$ cat src/rtl/integer_to_ascii_radix_assert.svh
// ----------------------------------------------------------------------------
// Assertion macros for the radix integer-to-ASCII converter
// Concurrent checks that share one clock and one active-low reset.
// ----------------------------------------------------------------------------
`ifndef INTEGER_TO_ASCII_RADIX_ASSERT_SVH
`define INTEGER_TO_ASCII_RADIX_ASSERT_SVH

// The consequent must hold in the same cycle as the antecedent.
`define ITOAR_ASSERT_IMP(lbl, clk, rstn, ante, cons) \
  lbl: assert property (@(posedge clk) disable iff (!rstn) (ante) |-> (cons)) \
    else $error("itoar check failed");

// The consequent must hold in the cycle after the antecedent.
`define ITOAR_ASSERT_NXT(lbl, clk, rstn, ante, cons) \
  lbl: assert property (@(posedge clk) disable iff (!rstn) (ante) |=> (cons)) \
    else $error("itoar check failed");

`endif

$ cat src/rtl/itoar_pkg.sv
// ----------------------------------------------------------------------------
// itoar_pkg
// Shared widths, character codes and helpers of the radix converter.
// ----------------------------------------------------------------------------
`timescale 1ns / 1ps

package itoar_pkg;

  localparam int unsigned RADIX_W = 6;
  localparam int unsigned DIGIT_W = 5;
  localparam int unsigned CHAR_W  = 8;

  localparam logic [RADIX_W-1:0] MIN_RADIX     = 6'd2;
  localparam logic [RADIX_W-1:0] MAX_RADIX     = 6'd32;
  localparam logic [RADIX_W-1:0] RADIX_DECIMAL = 6'd10;

  localparam logic [DIGIT_W-1:0] DECIMAL_DIGITS = 5'd10;

  localparam logic [CHAR_W-1:0] CHAR_ZERO   = 8'd48;
  localparam logic [CHAR_W-1:0] CHAR_LETTER = 8'd65;
  localparam logic [CHAR_W-1:0] CHAR_MINUS  = 8'h2D;
  localparam logic [CHAR_W-1:0] CHAR_NONE   = 8'h00;

  // Status of the shared divider: a one-cycle done strobe and the remainder.
  typedef struct packed {
    logic               done;
    logic [DIGIT_W-1:0] rem;
  } div_stat_t;

  // Maps a digit value to '0'..'9' or 'A' onward.
  function automatic logic [CHAR_W-1:0] digit_to_ascii(input logic [DIGIT_W-1:0] d);
    logic [CHAR_W-1:0] dx;
    dx = {{(CHAR_W-DIGIT_W){1'b0}}, d};
    if (d >= DECIMAL_DIGITS) begin
      return CHAR_LETTER + dx - {{(CHAR_W-DIGIT_W){1'b0}}, DECIMAL_DIGITS};
    end
    return CHAR_ZERO + dx;
  endfunction

endpackage

$ cat src/rtl/itoar_divider.sv
// ----------------------------------------------------------------------------
// itoar_divider
// Iterative unsigned divider of a WIDTH-bit magnitude by a small radix,
// four quotient bits per cycle by restoring compare and subtract.
// ----------------------------------------------------------------------------
`timescale 1ns / 1ps

module itoar_divider #(
  parameter int unsigned WIDTH = 64
) (
  input  logic                          clk_i,
  input  logic                          rst_ni,
  input  logic                          start_i,
  input  logic [WIDTH-1:0]              dividend_i,
  input  logic [itoar_pkg::RADIX_W-1:0] divisor_i,
  output logic [WIDTH-1:0]              quotient_o,
  output itoar_pkg::div_stat_t          stat_o
);

  localparam int unsigned QBITS = 4;
  localparam int unsigned STEPS = (WIDTH + QBITS - 1) / QBITS;
  localparam int unsigned PW    = STEPS * QBITS;
  localparam int unsigned SCW   = (STEPS > 1) ? $clog2(STEPS) : 1;
  localparam int unsigned DW    = itoar_pkg::DIGIT_W;
  localparam int unsigned RW    = itoar_pkg::RADIX_W;

  logic [PW-1:0]  work_q, work_d;
  logic [DW-1:0]  rem_q, rem_d;
  logic [RW-1:0]  divisor_q;
  logic [SCW-1:0] cnt_q, cnt_d;
  logic           busy_q, busy_d;
  logic           done_q, done_d;

  // Four dependent compare-subtract steps on a remainder below 32.
  always_comb begin
    logic [DW-1:0]    r;
    logic [RW-1:0]    t;
    logic [QBITS-1:0] q;
    r = rem_q;
    q = '0;
    for (int j = 0; j < QBITS; j++) begin
      t = {r, work_q[PW-1-j]};
      if (t >= divisor_q) begin
        t = t - divisor_q;
        q[QBITS-1-j] = 1'b1;
      end
      r = t[DW-1:0];
    end

    work_d = work_q;
    rem_d  = rem_q;
    cnt_d  = cnt_q;
    busy_d = busy_q;
    done_d = 1'b0;
    if (start_i) begin
      work_d = PW'(dividend_i);
      rem_d  = '0;
      cnt_d  = SCW'(STEPS - 1);
      busy_d = 1'b1;
    end else if (busy_q) begin
      work_d = {work_q[PW-QBITS-1:0], q};
      rem_d  = r;
      cnt_d  = cnt_q - 1'b1;
      if (cnt_q == '0) begin
        busy_d = 1'b0;
        done_d = 1'b1;
      end
    end
  end

  always_ff @(posedge clk_i or negedge rst_ni) begin
    if (!rst_ni) begin
      busy_q <= 1'b0;
      done_q <= 1'b0;
      cnt_q  <= '0;
    end else begin
      busy_q <= busy_d;
      done_q <= done_d;
      cnt_q  <= cnt_d;
    end
  end

  always_ff @(posedge clk_i) begin
    work_q <= work_d;
    rem_q  <= rem_d;
    if (start_i) begin
      divisor_q <= divisor_i;
    end
  end

  assign quotient_o  = work_q[WIDTH-1:0];
  assign stat_o.done = done_q;
  assign stat_o.rem  = rem_q;

endmodule

$ cat src/rtl/itoar_digit_store.sv
// ----------------------------------------------------------------------------
// itoar_digit_store
// Digit memory: one write port and one read port with registered data.
// ----------------------------------------------------------------------------
`timescale 1ns / 1ps

module itoar_digit_store #(
  parameter int unsigned DEPTH = 64,
  parameter int unsigned AW    = 6
) (
  input  logic                          clk_i,
  input  logic                          we_i,
  input  logic [AW-1:0]                 waddr_i,
  input  logic [itoar_pkg::DIGIT_W-1:0] wdata_i,
  input  logic                          re_i,
  input  logic [AW-1:0]                 raddr_i,
  output logic [itoar_pkg::DIGIT_W-1:0] rdata_o
);

  logic [itoar_pkg::DIGIT_W-1:0] mem_q [DEPTH];
  logic [itoar_pkg::DIGIT_W-1:0] rdata_q;

  always_ff @(posedge clk_i) begin
    if (we_i) begin
      mem_q[waddr_i] <= wdata_i;
    end
  end

  always_ff @(posedge clk_i) begin
    if (re_i) begin
      rdata_q <= mem_q[raddr_i];
    end
  end

  assign rdata_o = rdata_q;

endmodule

$ cat src/rtl/integer_to_ascii_radix.sv
// ----------------------------------------------------------------------------
// integer_to_ascii_radix
// Converts a signed number to ASCII digits in a base from 2 to 32.
// ----------------------------------------------------------------------------
// The block takes one word holding a two's complement value and a base, and
// returns its magnitude as one ASCII character per output word, most
// significant digit first, with tlast on the final character. Digit values
// 0 to 9 become '0' to '9' and 10 to 31 become 'A' to 'V'. A '-' leads only
// for a negative value in base 10. A base outside 2..32 gives one word with
// character zero, tlast set and tuser (invalid) set. Only the low VALUE_WIDTH
// bits of the value are used; the most negative value converts as
// 2^(VALUE_WIDTH-1). Rate: one conversion at a time. Each digit costs one
// pass of the shared divider, which retires four quotient bits per cycle;
// each character then takes a digit memory read and then a load of the
// output register, which waits while that register is full and not taken.
// The output register lets a new input word be accepted while the last
// character still waits.
// ----------------------------------------------------------------------------
`timescale 1ns / 1ps

`include "integer_to_ascii_radix_assert.svh"

module integer_to_ascii_radix #(
  parameter int unsigned VALUE_WIDTH = 64
) (
  input  logic        clk_i,
  input  logic        rst_ni,
  input  logic        s_axis_tvalid_i,
  output logic        s_axis_tready_o,
  input  logic [71:0] s_axis_tdata_i,  // [63:0] value, [69:64] radix, rest zero
  output logic        m_axis_tvalid_o,
  input  logic        m_axis_tready_i,
  output logic [7:0]  m_axis_tdata_o,  // [7:0] ascii_char
  output logic        m_axis_tlast_o,
  output logic        m_axis_tuser_o   // [0] invalid
);

  localparam int unsigned AW = $clog2(VALUE_WIDTH);
  localparam int unsigned CW = $clog2(VALUE_WIDTH + 1);
  localparam int unsigned RW = itoar_pkg::RADIX_W;
  localparam int unsigned DW = itoar_pkg::DIGIT_W;
  localparam int unsigned KW = itoar_pkg::CHAR_W;

  localparam logic [2:0] S_IDLE = 3'd0;
  localparam logic [2:0] S_DIV  = 3'd1;
  localparam logic [2:0] S_SIGN = 3'd2;
  localparam logic [2:0] S_READ = 3'd3;
  localparam logic [2:0] S_LOAD = 3'd4;
  localparam logic [2:0] S_BAD  = 3'd5;

  logic [2:0]    state_q, state_d;
  logic [CW-1:0] count_q, count_d;
  logic [AW-1:0] idx_q, idx_d;
  logic          minus_q, minus_d;
  logic [RW-1:0] radix_q, radix_d;
  logic          out_valid_q, out_valid_d;
  logic [KW-1:0] out_char_q, out_char_d;
  logic          out_last_q, out_last_d;
  logic          out_inv_q, out_inv_d;

  logic [VALUE_WIDTH-1:0] in_value;
  logic [RW-1:0]          in_radix;
  logic [VALUE_WIDTH-1:0] in_mag;
  logic                   in_neg;
  logic                   in_accept;
  logic                   out_free;

  logic                   div_start;
  logic [VALUE_WIDTH-1:0] div_dividend;
  logic [RW-1:0]          div_divisor;
  logic [VALUE_WIDTH-1:0] div_quotient;
  itoar_pkg::div_stat_t   div_stat;

  logic          mem_we;
  logic          mem_re;
  logic [DW-1:0] mem_rdata;

  assign in_value  = s_axis_tdata_i[VALUE_WIDTH-1:0];
  assign in_radix  = s_axis_tdata_i[64 +: RW];
  assign in_neg    = in_value[VALUE_WIDTH-1];
  // Plain negation: the most negative value wraps onto 2^(VALUE_WIDTH-1),
  // which is exactly its magnitude when read as unsigned.
  assign in_mag    = in_neg ? (~in_value + VALUE_WIDTH'(1)) : in_value;

  assign s_axis_tready_o = (state_q == S_IDLE);
  assign in_accept       = s_axis_tvalid_i & s_axis_tready_o;
  // The output register may be loaded when it is empty or being emptied.
  assign out_free        = ~out_valid_q | m_axis_tready_i;

  itoar_divider #(
    .WIDTH (VALUE_WIDTH)
  ) u_divider (
    .clk_i      (clk_i),
    .rst_ni     (rst_ni),
    .start_i    (div_start),
    .dividend_i (div_dividend),
    .divisor_i  (div_divisor),
    .quotient_o (div_quotient),
    .stat_o     (div_stat)
  );

  // Digits land least significant first at the running count and are read
  // back from the top index down.
  itoar_digit_store #(
    .DEPTH (VALUE_WIDTH),
    .AW    (AW)
  ) u_store (
    .clk_i   (clk_i),
    .we_i    (mem_we),
    .waddr_i (count_q[AW-1:0]),
    .wdata_i (div_stat.rem),
    .re_i    (mem_re),
    .raddr_i (idx_q),
    .rdata_o (mem_rdata)
  );

  always_comb begin
    state_d      = state_q;
    count_d      = count_q;
    idx_d        = idx_q;
    minus_d      = minus_q;
    radix_d      = radix_q;
    out_valid_d  = out_valid_q;
    out_char_d   = out_char_q;
    out_last_d   = out_last_q;
    out_inv_d    = out_inv_q;
    div_start    = 1'b0;
    div_dividend = in_mag;
    div_divisor  = in_radix;
    mem_we       = 1'b0;
    mem_re       = 1'b0;

    if (out_valid_q && m_axis_tready_i) begin
      out_valid_d = 1'b0;
    end

    unique case (state_q)
      S_IDLE: begin
        if (in_accept) begin
          if ((in_radix < itoar_pkg::MIN_RADIX) || (in_radix > itoar_pkg::MAX_RADIX)) begin
            state_d = S_BAD;
          end else begin
            div_start = 1'b1;
            count_d   = '0;
            radix_d   = in_radix;
            minus_d   = in_neg && (in_radix == itoar_pkg::RADIX_DECIMAL);
            state_d   = S_DIV;
          end
        end
      end
      S_DIV: begin
        // The input bus may already carry the next word, so later passes
        // divide by the base held since acceptance.
        div_dividend = div_quotient;
        div_divisor  = radix_q;
        if (div_stat.done) begin
          mem_we  = 1'b1;
          count_d = count_q + 1'b1;
          if (div_quotient == '0) begin
            // The digit just written is the most significant one.
            idx_d   = count_q[AW-1:0];
            state_d = minus_q ? S_SIGN : S_READ;
          end else begin
            div_start = 1'b1;
          end
        end
      end
      S_SIGN: begin
        if (out_free) begin
          out_valid_d = 1'b1;
          out_char_d  = itoar_pkg::CHAR_MINUS;
          out_last_d  = 1'b0;
          out_inv_d   = 1'b0;
          minus_d     = 1'b0;
          state_d     = S_READ;
        end
      end
      S_READ: begin
        mem_re  = 1'b1;
        state_d = S_LOAD;
      end
      S_LOAD: begin
        if (out_free) begin
          out_valid_d = 1'b1;
          out_char_d  = itoar_pkg::digit_to_ascii(mem_rdata);
          out_last_d  = (idx_q == '0);
          out_inv_d   = 1'b0;
          if (idx_q == '0) begin
            state_d = S_IDLE;
          end else begin
            idx_d   = idx_q - 1'b1;
            state_d = S_READ;
          end
        end
      end
      S_BAD: begin
        if (out_free) begin
          out_valid_d = 1'b1;
          out_char_d  = itoar_pkg::CHAR_NONE;
          out_last_d  = 1'b1;
          out_inv_d   = 1'b1;
          state_d     = S_IDLE;
        end
      end
      default: begin
        state_d = S_IDLE;
      end
    endcase
  end

  always_ff @(posedge clk_i or negedge rst_ni) begin
    if (!rst_ni) begin
      state_q     <= S_IDLE;
      count_q     <= '0;
      idx_q       <= '0;
      minus_q     <= 1'b0;
      out_valid_q <= 1'b0;
    end else begin
      state_q     <= state_d;
      count_q     <= count_d;
      idx_q       <= idx_d;
      minus_q     <= minus_d;
      out_valid_q <= out_valid_d;
    end
  end

  always_ff @(posedge clk_i) begin
    radix_q    <= radix_d;
    out_char_q <= out_char_d;
    out_last_q <= out_last_d;
    out_inv_q  <= out_inv_d;
  end

  assign m_axis_tvalid_o = out_valid_q;
  assign m_axis_tdata_o  = out_char_q;
  assign m_axis_tlast_o  = out_last_q;
  assign m_axis_tuser_o  = out_inv_q;

  // The divider finishes only while the sequencer waits for it.
  `ITOAR_ASSERT_IMP(a_done_in_div, clk_i, rst_ni, div_stat.done, state_q == S_DIV)
  // Every digit read back was written earlier in the same conversion.
  `ITOAR_ASSERT_IMP(a_read_written, clk_i, rst_ni, mem_re, CW'(idx_q) < count_q)
  // An invalid word is a lone, final, zero character.
  `ITOAR_ASSERT_IMP(a_invalid_word, clk_i, rst_ni, out_valid_q && out_inv_q,
                    out_last_q && (out_char_q == itoar_pkg::CHAR_NONE))
  // An accepted word always leaves the idle state.
  `ITOAR_ASSERT_NXT(a_accept_busy, clk_i, rst_ni, in_accept, state_q != S_IDLE)

endmodule

$ cat config.mk
export PLATFORM = sky130hd
export DESIGN_NAME = integer_to_ascii_radix
export DESIGN_NICKNAME = d
export VERILOG_FILES = /design/src/rtl/itoar_pkg.sv /design/src/rtl/itoar_divider.sv /design/src/rtl/itoar_digit_store.sv /design/src/rtl/integer_to_ascii_radix.sv
export VERILOG_INCLUDE_DIRS = /design/src /design/src/rtl
export SDC_FILE = /design/constraint.sdc
export NUM_CORES = 1
export LEC_CHECK = 0
export BUFFER_PORTS_ARGS = -buffer_cell sky130_fd_sc_hd__buf_2
export CAP_MARGIN = 20
export CORE_AREA = 5 5 188 190
export CTS_CLUSTER_SIZE = 28
export DETAILED_ROUTE_END_ITERATION = 7
export DIE_AREA = 0 0 193 195
export HOLD_SLACK_MARGIN = 0.1
export PLACE_DENSITY_LB_ADDON = 0.25
export SLEW_MARGIN = 15
export SYNTH_ARGS = -nofsm -noshare
export SYNTH_HDL_FRONTEND = slang
export SYNTH_SLANG_ARGS = --single-unit
$ cat constraint.sdc
create_clock -name clk_i -period 9.6 [get_ports clk_i]
set_clock_uncertainty 0.1 [all_clocks]
set_input_delay 1.92 -clock clk_i [delete_from_list [all_inputs] [get_ports clk_i]]
set_output_delay 1.92 -clock clk_i [all_outputs]
set_load 0.02 [all_outputs]
==> results.py <==
metrics = {
    "finish": {
        "layout-drive-gt1-share": 0.205,
        "syn2layout_area_growth_pct": 10.8,
        "finalNonFillerCells": 1932,
        "nNetsFinal": 1565,
        "antenna-diode-count": 0,
        "mostFrequentLayoutCell": "edfxtp_1",
        "final_cell_mix": "edfxtp_1 (410), nor2_1 (183), mux4_2 (100)",
    },
    "logic_synthesis": {
        "synth_edf_count": 410,
        "ys.flop_type": "edfxtp_1",
        "ys_ff_latch": 438,
        "synth_nets": 1492,
        "ys_warn_count": 0,
        "avgSynthCellArea_um2": 14.7,
        "seq_area_frac_synth": 0.639,
        "synthesis.area_um2": 20300,
        "synth_cells": 1381,
        "synth_cell_types": 77,
        "async_flop_share": 0.0525,
    },
    "clock_tree": {
        "cts_setup_buffers": 0,
        "clockRootBuffer": "clkbuf_16",
        "cts_hold_buf": 0,
        "cts_resized": 0,
        "cts_made_buffers": 42,
        "cts_tree": "done",
        "clock_latency_ns": 0.55,
        "clk_path_buf_depth": 3,
        "clock-sinks": 438,
        "clkSlewWorstSetupHoldPaths_ns": 0.07,
        "cts_max_level": 2,
    },
    "outcome": {
        "outcome": "completed",
    },
    "timing": {
        "fin_ws_ns": 2.53,
        "period_share": 0.737,
        "grt_setup_unrepaired": "no",
        "period_needed_ns": 7.07,
        "fin_tns_setup_ns": 0,
        "report.final.slew_viol_count": 0,
        "final-hold-violation-count": 0,
        "worst_slew_pin_slew_ns": 1.03,
        "fmax_ghz": 0.141,
        "slew_headroom": 0.310,
        "whs_ns": 0.433,
        "setup_viol": 0,
    },
    "setup_path": {
        "required_ns": 9.93,
        "r2r_slack_ns": 2.53,
        "reg2regPathDepth": 21,
        "worstSetupEndpointType": "flop",
        "crit_fanout": 67,
        "crit_type": "flop to flop",
        "r2r-start": "u_divider.rem_q[3]$_SDFFE_PP0P_",
        "critPathLaunchType": "flop",
        "critPathArrivalTime_ns": 7.41,
        "r2r_end": "u_divider.rem_q[1]$_SDFFE_PP0P_",
    },
    "global_route": {
        "grt_pass1_wl_um": 70400,
        "grt_pass1_vias": 12200,
        "grt_max_degree": 72,
        "antenna_found_initial": 0,
        "grtUsageTotal": 0.241,
        "overflow": 0,
    },
    "floorplan": {
        "die_area_um2": 37600,
        "start_util": 0.611,
        "core_um2": 33300,
        "num_rows": 67,
        "die_w_um": 193,
        "io_pins": 88,
        "die_y_um": 195,
    },
    "placed_design": {
        "dp_slack_ns": 2.63,
        "place.gp.congestion": 0.876,
        "place_inst": 1858,
        "hpwl_um": 28100,
        "placement.io_buffers": 84,
    },
    "detailed_routing": {
        "drt_pre_antenna_iters": 5,
        "ant_nets": 0,
        "vias_per_cell": 6.39,
        "first_iter_violations": 1401,
        "drt-total-wl_um": 45000,
        "drt-wirelength-per-cell_um": 23.3,
        "num_vias": 12400,
        "drc": 0,
    },
    "hold_path": {
        "holdPathEnd": "u_divider.cnt_q[3]$_DFFE_PN0P_",
        "hold_class": "flop to flop",
        "worstHoldPathCells": 2,
        "min_from": "u_divider.cnt_q[3]$_DFFE_PN0P_",
    },
    "run": {
        "max_cap_violations": 0,
    },
    "pwr": {
        "ir_worst_vdd_mv": 0.304,
        "p_leak_nw": 7.56,
        "p_per_area_nw_per_um2": 335,
    },
}
==> per-layer routing <==
layer,track usage,part of all wire,wire length (µm),up-vias
met5,0,0,0,-
met4,0.0622,0.026,1160,0
met3,0.0414,0.082,3700,90
met2,0.371,0.47,21400,566
met1,0.365,0.42,18700,6171
li1,-,-,-,5526
==> metrics by stage <==
| stage | cell area, µm² | power [mW] | util |
|---|---|---|---|
| 2_1_floorplan | 20300 | 5.16 | - |
| 3_3_place_gp | 21100 | 5.81 | 0.635 |
| 3_5_place_dp | 21100 | 5.90 | 0.635 |
| 4_1_cts | 22500 | 7.56 | 0.677 |
| 5_1_grt | 22500 | 8.00 | 0.677 |
| 6_report | 22500 | 7.55 | 0.677 |
==> critical path, stage by stage, from the launching register on <==
cell and delay, ns:
dfxtp_2 0.31, buf_4 0.58, ha_1 0.31, nand4_1 0.11
o221ai_1 0.57, mux2_2 0.45, fa_1 0.43, nand2b_1 0.17
a21oi_1 0.27, o21a_1 0.27, mux2_2 0.41, fa_1 0.42
nor2b_1 0.20, o31a_1 0.20, o31a_1 0.37, mux2i_1 0.21
fa_1 0.47, a21o_1 0.17, a21oi_1 0.22, a31o_2 0.32
mux2i_1 0.12, a211oi_1 0.28
==> sequential cells by signal, indices dropped and copies added (netlist names), 5 cells and up <==
name and count:
u_store.mem_q 320, u_divider.quotient_o 64, m_axis_tdata_o 7, count_q 6
idx_q 6, radix_q 6, u_divider.divisor_q 6, u_divider.rem_q 5
u_store.rdata_o 5
==> how the worst max path moves through the flow <==
stage,end,slack [ns],start,cells past startpoint
final,u_divider.rem_q[1]$_SDFFE_PP0P_,2.53,u_divider.rem_q[3]$_SDFFE_PP0P_,21
after floorplan,u_divider.quotient_o[0]$_DFFE_PP_,2.61,s_axis_tdata_i[68],6
after global routing,u_divider.rem_q[0]$_SDFFE_PP0P_,2.00,u_divider.rem_q[3]$_SDFFE_PP0P_,22
after global placement,u_divider.rem_q[3]$_SDFFE_PP0P_,2.74,u_divider.rem_q[3]$_SDFFE_PP0P_,21
after CTS,u_divider.rem_q[1]$_SDFFE_PP0P_,2.54,u_divider.rem_q[3]$_SDFFE_PP0P_,21
after detailed placement,u_divider.rem_q[1]$_SDFFE_PP0P_,2.63,u_divider.rem_q[3]$_SDFFE_PP0P_,21
==> cell type report <==
cell class / count / area, µm²
fill: 2281 / 10800
sequential: 438 / 13000
clock buffer: 49 / 1080
clock inverter: 25 / 298
tap: 448 / 561
multi-input combinational: 842 / 6940
timing repair buffer: 98 / 526
inverter: 32 / 123
==> report_power, final <==
part / switching [mW] / internal (mW)
registers: 0.275 / 2.66
logic: 1.66 / 1.31
clock network: 0.704 / 0.949
==> cell usage after synthesis (all sizes together) (10+ instances only) <==
cell    number  area (µm²)
mux4       100        2250
xor2        60         526
or3         10        62.6
xnor2       16         140
nor4        31         221
o41ai       19         189
nand4       11        68.8
nand3       11        55.1
dfrtp       23         576
edfxtp     410       12300
nor2       184         698
buf         26         131
inv         32         120
a21oi       91         455
nand2       56         210
clkbuf      43         161
nand2b      11        68.8
o31ai       19         189
mux2        13         146
nor3        20         111
ha          31         388
o21ai       48         240
==> cell families (layout without fill, tap and decap cells) <==
logic type / Yosys count / count (layout) / synth area share
buffers and inverters: 101 / 204 / 0.0203
adder cells (fa/ha/maj): 35 / 35 / 0.0230
XOR/XNOR: 76 / 76 / 0.0327
AO/OA/AOI/OAI: 231 / 231 / 0.0734
multiplexers: 122 / 122 / 0.122
AND/OR/NAND/NOR: 377 / 377 / 0.0890
other: 1 / 1 / 0.000184
flip-flops: 438 / 438 / 0.639
(Power assumes the default switching activity.)
